### src/blm_pkg.sv
// Shared widths, constants and register indexes of the battery level monitor.
`default_nettype none

package blm_pkg;

  // Field and state widths
  localparam int unsigned ELAPSED_W = 20;
  localparam int unsigned ADC_W     = 12;
  localparam int unsigned PERIOD_W  = 24;
  localparam int unsigned ACC_W     = 25;
  localparam int unsigned SUM_W     = 15;
  localparam int unsigned MV_W      = 13;
  localparam int unsigned PCT_W     = 7;
  localparam int unsigned LVL_W     = 3;
  localparam int unsigned CFG_IDX_W = 1;
  localparam int unsigned CFG_DAT_W = 24;

  // Shared multiplier operand and product widths
  localparam int unsigned MUL_A_W = 28;
  localparam int unsigned MUL_B_W = 29;
  localparam int unsigned PROD_W  = MUL_A_W + MUL_B_W;

  // Parameter defaults
  localparam int unsigned SAMPLES_PER_AVERAGE_DEF = 5;
  localparam int unsigned ADC_BITS_DEF            = 12;

  // Reset values
  localparam logic [PERIOD_W-1:0] PERIOD_RESET = PERIOD_W'(200000);
  localparam logic [MV_W-1:0]     RAW_RESET_MV = MV_W'(4250);

  // Raw voltage: floor(avg * 11 / 10) + 683, saturated
  localparam logic [3:0]        GAIN_11    = 4'd11;
  localparam logic [15:0]       RECIP_10   = 16'd52429;
  localparam int unsigned       SHIFT_10   = 19;
  localparam logic [MV_W-1:0]   OFFSET_MV  = MV_W'(683);
  localparam logic [MV_W-1:0]   VMAX_MV    = MV_W'(8191);

  // Charger correction: floor((1523723 * v - 2289610000) / 1000000)
  localparam logic [20:0]       CORR_GAIN   = 21'd1523723;
  localparam logic [34:0]       CORR_OFFSET = 35'd2289610000;
  localparam int unsigned       PRE_SHIFT   = 6;
  localparam int unsigned       SHIFT_1M    = 42;
  localparam logic [63:0]       RECIP_1M_64 = ((64'd1 << SHIFT_1M) + 64'd15624) / 64'd15625;
  localparam logic [MUL_B_W-1:0] RECIP_1M   = MUL_B_W'(RECIP_1M_64);

  // Percent: (mv - 3650) / 6, clamped to 100
  localparam logic [MV_W-1:0]   PCT_LOW_MV = MV_W'(3650);
  localparam logic [13:0]       RECIP_6    = 14'd10923;
  localparam int unsigned       SHIFT_6    = 16;
  localparam logic [PCT_W-1:0]  PCT_MAX    = PCT_W'(100);

  // Level thresholds and codes
  localparam logic [PCT_W-1:0]  LVL4_ABOVE = PCT_W'(80);
  localparam logic [PCT_W-1:0]  LVL3_ABOVE = PCT_W'(40);
  localparam logic [PCT_W-1:0]  LVL2_ABOVE = PCT_W'(15);
  localparam logic [LVL_W-1:0]  LEVEL_FULL  = LVL_W'(4);
  localparam logic [LVL_W-1:0]  LEVEL_HIGH  = LVL_W'(3);
  localparam logic [LVL_W-1:0]  LEVEL_MID   = LVL_W'(2);
  localparam logic [LVL_W-1:0]  LEVEL_LOW   = LVL_W'(1);
  localparam logic [LVL_W-1:0]  LEVEL_EMPTY = LVL_W'(0);

  // Configuration register indexes
  typedef enum logic [CFG_IDX_W-1:0] {
    CFG_SHUTDOWN_DISABLE = 1'b0,
    CFG_SAMPLE_PERIOD    = 1'b1
  } cfg_idx_e;

endpackage

`default_nettype wire

### src/battery_level_monitor.sv
// Battery level monitor: tick accumulation, ADC averaging and level gauge on one shared multiplier.
// Sequence: an accepted word runs S_CORR, S_PCT and S_LVL; with the charger, S_CORR leads to
//   S_SUB, S_DIV1M and S_SAT (S_SUB goes to S_PCT when it clamps to zero); a tick that closes an
//   average runs S_DIV5, S_MUL11, S_DIV10 and S_RAW first; at most one multiply per sequencer step.
// A new word is taken only in S_IDLE, also while the previous result waits in the output register.
// Reset (rst_ni low, asynchronous): accumulator, sum and count clear, raw voltage 4250 mV,
//   shutdown_disable 0, sample_period_us 200000, no result pending.
`default_nettype none

module battery_level_monitor #(
  parameter int unsigned SAMPLES_PER_AVERAGE = blm_pkg::SAMPLES_PER_AVERAGE_DEF,
  parameter int unsigned ADC_BITS            = blm_pkg::ADC_BITS_DEF
) (
  input  wire logic                            clk_i,
  input  wire logic                            rst_ni,
  // Configuration write port
  input  wire logic                            cfg_we_i,
  input  wire logic [blm_pkg::CFG_IDX_W-1:0]   cfg_idx_i,
  input  wire logic [blm_pkg::CFG_DAT_W-1:0]   cfg_wdata_i,
  // Tick input channel
  input  wire logic                            in_valid_i,
  output logic                                 in_ready_o,
  input  wire logic [blm_pkg::ELAPSED_W-1:0]   elapsed_us_i,
  input  wire logic [blm_pkg::ADC_W-1:0]       adc_sample_i,
  input  wire logic                            charge_detect_i,
  // Result channel
  output logic                                 out_valid_o,
  input  wire logic                            out_ready_i,
  output logic [blm_pkg::MV_W-1:0]             voltage_mv_o,
  output logic [blm_pkg::PCT_W-1:0]            percent_o,
  output logic [blm_pkg::LVL_W-1:0]            level_o,
  output logic                                 charging_o,
  output logic                                 sample_taken_o,
  output logic                                 shutdown_request_o
);

  localparam int unsigned CntW     = $clog2(SAMPLES_PER_AVERAGE + 1);
  localparam int unsigned AvgShift = blm_pkg::SUM_W + 3;
  localparam int unsigned AvgRecip = ((1 << AvgShift) + SAMPLES_PER_AVERAGE - 1)
                                     / SAMPLES_PER_AVERAGE;
  localparam logic [blm_pkg::ADC_W-1:0] AdcMask = (ADC_BITS >= blm_pkg::ADC_W) ?
      {blm_pkg::ADC_W{1'b1}} : blm_pkg::ADC_W'((1 << ADC_BITS) - 1);

  typedef enum logic [10:0] {
    S_IDLE  = 11'b00000000001,
    S_DIV5  = 11'b00000000010,
    S_MUL11 = 11'b00000000100,
    S_DIV10 = 11'b00000001000,
    S_RAW   = 11'b00000010000,
    S_CORR  = 11'b00000100000,
    S_SUB   = 11'b00001000000,
    S_DIV1M = 11'b00010000000,
    S_SAT   = 11'b00100000000,
    S_PCT   = 11'b01000000000,
    S_LVL   = 11'b10000000000
  } state_e;

  state_e                           state_q, state_d;
  logic                             shdn_dis_q, shdn_dis_d;
  logic [blm_pkg::PERIOD_W-1:0]     period_q, period_d;
  logic [blm_pkg::ACC_W-1:0]        accum_q, accum_d;
  logic [blm_pkg::SUM_W-1:0]        sum_q, sum_d;
  logic [CntW-1:0]                  count_q, count_d;
  logic [blm_pkg::MV_W-1:0]         raw_q, raw_d;
  logic                             chg_q, chg_d;
  logic                             sampled_q, sampled_d;
  logic [blm_pkg::MV_W-1:0]         mv_q, mv_d;
  logic [blm_pkg::PROD_W-1:0]       prod_q, prod_d;
  logic                             out_valid_q, out_valid_d;
  logic [blm_pkg::MV_W-1:0]         out_mv_q, out_mv_d;
  logic [blm_pkg::PCT_W-1:0]        out_pct_q, out_pct_d;
  logic [blm_pkg::LVL_W-1:0]        out_lvl_q, out_lvl_d;
  logic                             out_chg_q, out_chg_d;
  logic                             out_smp_q, out_smp_d;
  logic                             out_shdn_q, out_shdn_d;

  logic                             in_fire;
  logic [blm_pkg::ACC_W-1:0]        acc_sum;
  logic                             period_hit;
  logic [blm_pkg::MUL_A_W-1:0]      mul_a;
  logic [blm_pkg::MUL_B_W-1:0]      mul_b;
  logic [blm_pkg::PROD_W-1:0]       mul_p;
  logic [blm_pkg::MV_W:0]           raw_sum;
  logic [blm_pkg::MV_W-1:0]         raw_div10;
  logic [34:0]                      corr_num;
  logic [14:0]                      corr_q15;
  logic [9:0]                       pct_raw;
  logic [blm_pkg::PCT_W-1:0]        pct_val;
  logic [blm_pkg::LVL_W-1:0]        lvl_val;
  logic                             chg_val;

  assign in_fire    = in_valid_i && in_ready_o;
  assign in_ready_o = (state_q == S_IDLE);

  // Accumulate elapsed time and test against the sample period
  assign acc_sum    = blm_pkg::ACC_W'(accum_q + blm_pkg::ACC_W'(elapsed_us_i));
  assign period_hit = (acc_sum >= blm_pkg::ACC_W'(period_q));

  // Select operands of the shared multiplier
  always_comb begin
    mul_a = '0;
    mul_b = '0;
    unique case (state_q)
      S_DIV5: begin
        mul_a = blm_pkg::MUL_A_W'(sum_q);
        mul_b = blm_pkg::MUL_B_W'(AvgRecip);
      end
      S_MUL11: begin
        mul_a = blm_pkg::MUL_A_W'(prod_q[AvgShift +: blm_pkg::ADC_W]);
        mul_b = blm_pkg::MUL_B_W'(blm_pkg::GAIN_11);
      end
      S_DIV10: begin
        mul_a = blm_pkg::MUL_A_W'(prod_q[15:0]);
        mul_b = blm_pkg::MUL_B_W'(blm_pkg::RECIP_10);
      end
      S_CORR: begin
        mul_a = blm_pkg::MUL_A_W'(raw_q);
        mul_b = blm_pkg::MUL_B_W'(blm_pkg::CORR_GAIN);
      end
      S_DIV1M: begin
        mul_a = prod_q[blm_pkg::MUL_A_W-1:0];
        mul_b = blm_pkg::RECIP_1M;
      end
      S_PCT: begin
        mul_a = blm_pkg::MUL_A_W'(mv_q - blm_pkg::PCT_LOW_MV);
        mul_b = blm_pkg::MUL_B_W'(blm_pkg::RECIP_6);
      end
      default: begin
        mul_a = '0;
        mul_b = '0;
      end
    endcase
  end

  assign mul_p = blm_pkg::PROD_W'(mul_a) * blm_pkg::PROD_W'(mul_b);

  // Datapath taps of the product register
  assign raw_div10 = prod_q[blm_pkg::SHIFT_10 +: blm_pkg::MV_W];
  assign raw_sum   = {1'b0, raw_div10} + {1'b0, blm_pkg::OFFSET_MV};
  assign corr_num  = {1'b0, prod_q[33:0]} - blm_pkg::CORR_OFFSET;
  assign corr_q15  = prod_q[blm_pkg::SHIFT_1M +: 15];
  assign pct_raw   = prod_q[blm_pkg::SHIFT_6 +: 10];
  assign pct_val   = (pct_raw > 10'(blm_pkg::PCT_MAX)) ? blm_pkg::PCT_MAX
                                                       : pct_raw[blm_pkg::PCT_W-1:0];

  // Bucket the percentage into a level
  always_comb begin
    if (pct_val > blm_pkg::LVL4_ABOVE) begin
      lvl_val = blm_pkg::LEVEL_FULL;
    end else if (pct_val > blm_pkg::LVL3_ABOVE) begin
      lvl_val = blm_pkg::LEVEL_HIGH;
    end else if (pct_val > blm_pkg::LVL2_ABOVE) begin
      lvl_val = blm_pkg::LEVEL_MID;
    end else if (pct_val != '0) begin
      lvl_val = blm_pkg::LEVEL_LOW;
    end else begin
      lvl_val = blm_pkg::LEVEL_EMPTY;
    end
  end

  assign chg_val = chg_q && (lvl_val != blm_pkg::LEVEL_FULL);

  // Sequencer
  always_comb begin
    state_d     = state_q;
    shdn_dis_d  = shdn_dis_q;
    period_d    = period_q;
    accum_d     = accum_q;
    sum_d       = sum_q;
    count_d     = count_q;
    raw_d       = raw_q;
    chg_d       = chg_q;
    sampled_d   = sampled_q;
    mv_d        = mv_q;
    prod_d      = prod_q;
    out_valid_d = out_valid_q;
    out_mv_d    = out_mv_q;
    out_pct_d   = out_pct_q;
    out_lvl_d   = out_lvl_q;
    out_chg_d   = out_chg_q;
    out_smp_d   = out_smp_q;
    out_shdn_d  = out_shdn_q;

    // Drop the result once taken
    if (out_valid_q && out_ready_i) begin
      out_valid_d = 1'b0;
    end

    // Write configuration registers
    if (cfg_we_i) begin
      if (cfg_idx_i == blm_pkg::CFG_SHUTDOWN_DISABLE) begin
        shdn_dis_d = cfg_wdata_i[0];
      end else if (cfg_idx_i == blm_pkg::CFG_SAMPLE_PERIOD) begin
        period_d = cfg_wdata_i[blm_pkg::PERIOD_W-1:0];
      end
    end

    unique case (state_q)
      S_IDLE: begin
        if (in_fire) begin
          chg_d     = charge_detect_i;
          sampled_d = period_hit;
          state_d   = S_CORR;
          if (period_hit) begin
            accum_d = '0;
            sum_d   = blm_pkg::SUM_W'(sum_q + blm_pkg::SUM_W'(adc_sample_i & AdcMask));
            if (CntW'(count_q + 1'b1) == CntW'(SAMPLES_PER_AVERAGE)) begin
              count_d = '0;
              state_d = S_DIV5;
            end else begin
              count_d = CntW'(count_q + 1'b1);
            end
          end else begin
            accum_d = acc_sum;
          end
        end
      end
      S_DIV5: begin
        prod_d  = mul_p;
        sum_d   = '0;
        state_d = S_MUL11;
      end
      S_MUL11: begin
        prod_d  = mul_p;
        state_d = S_DIV10;
      end
      S_DIV10: begin
        prod_d  = mul_p;
        state_d = S_RAW;
      end
      S_RAW: begin
        // Saturate the new raw voltage
        raw_d   = raw_sum[blm_pkg::MV_W] ? blm_pkg::VMAX_MV : raw_sum[blm_pkg::MV_W-1:0];
        state_d = S_CORR;
      end
      S_CORR: begin
        if (chg_q) begin
          prod_d  = mul_p;
          state_d = S_SUB;
        end else begin
          mv_d    = raw_q;
          state_d = S_PCT;
        end
      end
      S_SUB: begin
        // Clamp a negative corrected value to zero, else pre-shift for the divide
        if (corr_num[34]) begin
          mv_d    = '0;
          state_d = S_PCT;
        end else begin
          prod_d  = blm_pkg::PROD_W'(corr_num[33:blm_pkg::PRE_SHIFT]);
          state_d = S_DIV1M;
        end
      end
      S_DIV1M: begin
        prod_d  = mul_p;
        state_d = S_SAT;
      end
      S_SAT: begin
        mv_d    = (corr_q15 > 15'(blm_pkg::VMAX_MV)) ? blm_pkg::VMAX_MV
                                                    : corr_q15[blm_pkg::MV_W-1:0];
        state_d = S_PCT;
      end
      S_PCT: begin
        prod_d  = (mv_q < blm_pkg::PCT_LOW_MV) ? '0 : mul_p;
        state_d = S_LVL;
      end
      S_LVL: begin
        // Hold until the output register is free
        if (!out_valid_q || out_ready_i) begin
          out_valid_d = 1'b1;
          out_mv_d    = mv_q;
          out_pct_d   = pct_val;
          out_lvl_d   = lvl_val;
          out_chg_d   = chg_val;
          out_smp_d   = sampled_q;
          out_shdn_d  = sampled_q && (lvl_val == blm_pkg::LEVEL_EMPTY) &&
                        !shdn_dis_q && !chg_val;
          state_d     = S_IDLE;
        end
      end
      default: begin
        state_d = S_IDLE;
      end
    endcase
  end

  // Control and state registers
  always_ff @(posedge clk_i or negedge rst_ni) begin
    if (!rst_ni) begin
      state_q     <= S_IDLE;
      shdn_dis_q  <= 1'b0;
      period_q    <= blm_pkg::PERIOD_RESET;
      accum_q     <= '0;
      sum_q       <= '0;
      count_q     <= '0;
      raw_q       <= blm_pkg::RAW_RESET_MV;
      out_valid_q <= 1'b0;
    end else begin
      state_q     <= state_d;
      shdn_dis_q  <= shdn_dis_d;
      period_q    <= period_d;
      accum_q     <= accum_d;
      sum_q       <= sum_d;
      count_q     <= count_d;
      raw_q       <= raw_d;
      out_valid_q <= out_valid_d;
    end
  end

  // Payload registers
  always_ff @(posedge clk_i) begin
    chg_q      <= chg_d;
    sampled_q  <= sampled_d;
    mv_q       <= mv_d;
    prod_q     <= prod_d;
    out_mv_q   <= out_mv_d;
    out_pct_q  <= out_pct_d;
    out_lvl_q  <= out_lvl_d;
    out_chg_q  <= out_chg_d;
    out_smp_q  <= out_smp_d;
    out_shdn_q <= out_shdn_d;
  end

  assign out_valid_o        = out_valid_q;
  assign voltage_mv_o       = out_mv_q;
  assign percent_o          = out_pct_q;
  assign level_o            = out_lvl_q;
  assign charging_o         = out_chg_q;
  assign sample_taken_o     = out_smp_q;
  assign shutdown_request_o = out_shdn_q;

  // Assertions
  a_busy_after_accept: assert property (@(posedge clk_i) disable iff (!rst_ni)
    (in_valid_i && in_ready_o) |=> !in_ready_o)
    else $error("input taken while a word is in flight");

  a_shutdown_cause: assert property (@(posedge clk_i) disable iff (!rst_ni)
    (out_valid_o && shutdown_request_o) |->
      (sample_taken_o && level_o == blm_pkg::LEVEL_EMPTY && !charging_o))
    else $error("shutdown request without an empty sample tick");

  a_charging_level: assert property (@(posedge clk_i) disable iff (!rst_ni)
    (out_valid_o && charging_o) |-> (level_o != blm_pkg::LEVEL_FULL))
    else $error("charging flagged at full level");

  a_count_range: assert property (@(posedge clk_i) disable iff (!rst_ni)
    count_q < CntW'(SAMPLES_PER_AVERAGE))
    else $error("sample count out of range");

endmodule

`default_nettype wire

### config.mk
export PLATFORM = sky130hd
export DESIGN_NAME = battery_level_monitor
export DESIGN_NICKNAME = d
export VERILOG_FILES = /design/src/blm_pkg.sv /design/src/battery_level_monitor.sv
export SDC_FILE = /design/constraint.sdc
export NUM_CORES = 2
export LEC_CHECK = 0
export BUFFER_PORTS_ARGS = -buffer_cell sky130_fd_sc_hd__buf_2
export CAP_MARGIN = 5
export CORE_MARGIN = 5
export CORE_UTILIZATION = 30
export CTS_CLUSTER_SIZE = 16
export DETAILED_ROUTE_END_ITERATION = 8
export PLACE_DENSITY_LB_ADDON = 0.1
export SLEW_MARGIN = 0
export SYNTH_ARGS = -nofsm -noshare
export SYNTH_HDL_FRONTEND = slang
export SYNTH_SLANG_ARGS = --single-unit
### constraint.sdc
create_clock -name clk_i -period 12.95 [get_ports clk_i]
set_input_delay 1.295 -clock clk_i [delete_from_list [all_inputs] [get_ports clk_i]]
set_output_delay 1.295 -clock clk_i [all_outputs]
set_load 0.02 [all_outputs]
==> parameters.txt <==
Parameter                              Value

Outcome
  Status    finished, final reports clean

Floorplan
  Horizontal die dimension    ~330 um
  Die footprint    ~0.11 sq mm
  DIE HEIGHT    ~330 um
  Starting density of the core    30.14%
  Count of pins on the block boundary    91
  Standard cell core area    approximately 0.1 sq mm
  Cell row count    117

Synthesis
  Number of library cell types mapped by synthesis    84
  Flip-flop and latch count after synthesis    about 180
  Most frequently used cell type in the post-synthesis netlist    sky130_fd_sc_hd__inv_1
  Area share of the largest cell type after synthesis    33.02%
  Post-synth top area cell    sky130_fd_sc_hd__fa_1
  Total standard cell area after synthesis    0.03062 sq mm
  Count of flip-flops with a built-in enable after synthesis    90
  Flip-flop cell with the highest count after synthesis    sky130_fd_sc_hd__edfxtp_1
  Proportion of register bits with asynchronous set or reset after synthesis    about half
  Synth warn    0
  Top post-synthesis cells by area    sky130_fd_sc_hd__fa_1 (33%), sky130_fd_sc_hd__ha_1 (15%), sky130_fd_sc_hd__inv_1 (11%)
  List of most frequent post-synthesis cells    sky130_fd_sc_hd__inv_1 (889), sky130_fd_sc_hd__fa_1 (505), sky130_fd_sc_hd__ha_1 (361)
  Avg Cell Area, Syn    9.326 sq um
  Share of the yosys chip area belonging to registers    between 15 and 20%
  Syn Inst Count    between 3000 and 4000

Finish
  Multi-input gate area    0.02211 sq mm
  Number of inserted filler cells in the final layout    between 10000 and 15000
  Ratio of cells with drive above 1 in the final layout    6.996%
  Area grow syn2layout    9.685%
  Area occupied by registers    a little over 0.005 sq mm
  Finished Layout Cells    around 4800
  Fin nets    around 4300

Critical path
  Cell occurring most often along the worst timing path    sky130_fd_sc_hd__inv_1
  Element type at the critical path end    flip-flop
  Data required time of the critical path    roughly 13 ns
  Crit Path Max Fanout    23
  R2R cell count    33
  Worst Setup Path Type    flip-flop to flip-flop
  Data arrival time of the critical path    between 10 and 15 ns
  Kind of launch point of the worst setup path    flip-flop
  Slowest-stage cell, CP    sky130_fd_sc_hd__nor3_4
  Delay of the slowest critical-path stage    around 0.96 ns

Placed design
  Cell count after placement    between 4000 and 5000
  Count of buffers inserted at the top-level ports    90
  RePlAce Congestion    around 0.87
  HPWL after DPL    around 86000 um

Clocking
  CTS tree    built
  Post-CTS setup buffer count    0
  Total of hold buffers inserted after clock tree synthesis    0
  Depth of the CTS H-tree    4
  Total clock sinks    ~180
  Number of buffers inserted during clock tree synthesis    17
  Maximum buffer depth of the clock tree    2
  Quantity of gates resized following cts    0
  Clock slew at the register clock pins of the worst setup and hold paths    roughly 0.080 ns
  CTS root buffer    sky130_fd_sc_hd__clkbuf_16
  Clock insertion delay at the later pin of the skew report    around 0.46 ns

Global route
  Via count of the first global-routing pass    between 20000 and 25000
  First-pass GRT wire length    around 150000 um
  Total overflow reported by the global router    0
  Total global-route track usage    a little under a fifth
  Pin count of the biggest net entering global routing    64
  Antenna violations before repair    2

Power
  Largest voltage drop on the vdd net    ~0.000088 V
  Leak Pwr    around 18 nW
  PwrDens    129.3 mW/mm^2
  Total power after layout    around 4.3 mW

Min path
  Worst Hold Depth    0
  Type of the tightest min-delay check    flip-flop to flip-flop

Timing
  Final cycle utilization of the critical path    between 70% and 80%
  Number of failing hold endpoints at the final stage    0
  Aggregate negative setup slack    0 ns
  Max-Slew Margin vs Limit    about a fifth
  # setup viols final    0
  Max-slew violation count    0
  RSZ-0062 raised after global routing    false
  Max Clock Skew    0.009507 ns
  Minimum clock period after layout    10.35 ns
  Slew @ Worst Pin    1.178 ns
  Max frequency    around 97 MHz

Routing
  Number of vias after detailed routing    between 20000 and 25000
  Remaining routing DRC violations    0
  Final routed wirelength across all metal layers    100800 um
  Routed wire length per instance    about 21 um
  Number of routed nets with antenna violations    0
  Per-cell via count in the routed design    4.657
  Violation count after the first detailed-route iteration    ~1300
  TritonRoute pass-1 iters    5

Job
  # Max-Cap Violations    0
==> stage by stage <==
| stage | setup WS (ns) | utilization, % | cell area (sq um) | hold slack (ns) |
|---|---|---|---|---|
| after floorplan | 4.509 | - | 30810 | 0.4260 |
| after global placement | 2.588 | 32.46 | 32980 | 0.4491 |
| after detailed placement | 2.530 | 32.46 | 32980 | 0.4538 |
| after CTS | 2.501 | 33.05 | 33580 | 0.4785 |
| after global routing | 2.052 | 33.05 | 33580 | 0.4925 |
| final | 2.603 | 33.06 | 33580 | 0.4768 |
==> power breakdown <==
part	switching, mW	leakage, nW	total (mW)	internal (mW)
combinational	1.73	15.7	2.79	1.06
clock	0.272	0.295	0.551	0.279
sequential	0.166	1.99	0.997	0.832
==> worst max-delay path: cells and delay by family (launching register included) <==
kind                       cells  cell delay (ns)
and+or+nand+nor               12             3.41
adders and majority gates      8             3.37
AOI/OAI and AO/OA              4             1.48
buffers and inverters          8             1.19
DFF                            1             0.44
xor gates and xnor gates       1             0.17
==> kinds of logic (layout without fill, tap and decap cells) <==
kind of cell / count (synthesis) / in the layout / share of synthesized area, %
adder cells (fa/ha/maj): 866 / 866 / 47.77
flip-flops: 183 / 183 / 16.48
XOR/XNOR: 104 / 104 / 2.975
other: 2 / 55 / 0.02453
buffers and inverters: 974 / 1055 / 12.04
multiplexers: 32 / 32 / 1.152
AO/OA/AOI/OAI: 414 / 414 / 8.896
AND/OR/NAND/NOR: 708 / 708 / 10.66
==> cells in the final DEF (no fill, tap or decap), types with 42 or more instances in the layout <==
cell / n
sky130_fd_sc_hd__inv_1: 889
sky130_fd_sc_hd__fa_1: 505
sky130_fd_sc_hd__a21oi_1: 107
sky130_fd_sc_hd__o21ai_0: 80
sky130_fd_sc_hd__nand3_1: 48
sky130_fd_sc_hd__conb_1: 54
sky130_fd_sc_hd__nor3_1: 53
sky130_fd_sc_hd__nand2_1: 242
sky130_fd_sc_hd__edfxtp_1: 90
sky130_fd_sc_hd__dfrtp_1: 81
sky130_fd_sc_hd__ha_1: 361
sky130_fd_sc_hd__xnor2_1: 62
sky130_fd_sc_hd__nor2_1: 215
sky130_fd_sc_hd__buf_4: 42
sky130_fd_sc_hd__buf_2: 89
sky130_fd_sc_hd__xor2_1: 42
==> final timing paths <==
path	from	to	slack (ns)
hold / removal	sampled_q	sample_taken_o	0.48
min in group asynchronous	rst_ni	period_q[5]	0.78
hold reg to reg	sampled_q	sample_taken_o	0.48
setup reg to reg	state_q[8]	prod_q[54]	2.60
setup / recovery	state_q[8]	prod_q[54]	2.60
max in group asynchronous	rst_ni	sum_q[4]	10.91
==> layer usage <==
metal  GRT usage [%]  vias to the layer above  wire length, um
met5               0                        -                0
met4           3.545                        0             2003
met3           2.937                       79             4650
met2           31.61                      443            47720
met1           26.68                    11310            46430
li1                -                    10460                -
==> flip-flops by register name (all words and copies together), names as in the netlist <==
register            cells
state_q                11
period_q               24
chg_q                   1
accum_q                25
count_q                 3
shutdown_request_o      1
sum_q                  15
sampled_q               1
prod_q                 49
percent_o               7
raw_q                  13
level_o                 3
voltage_mv_o           13
sample_taken_o          1
shdn_dis_q              1
charging_o              1
out_valid_o             1
mv_q                   13
==> area by class of cell <==
class / count / area share (%)
tap: 1368 / 5.097
timing repair buffer: 131 / 2.265
multi-input combinational: 2178 / 65.85
inverter: 892 / 9.970
clock inverter: 15 / 0.5253
antenna: 1 / 0.007451
sequential: 183 / 15.02
clock buffer: 17 / 1.267
(Power assumes the default switching activity.)
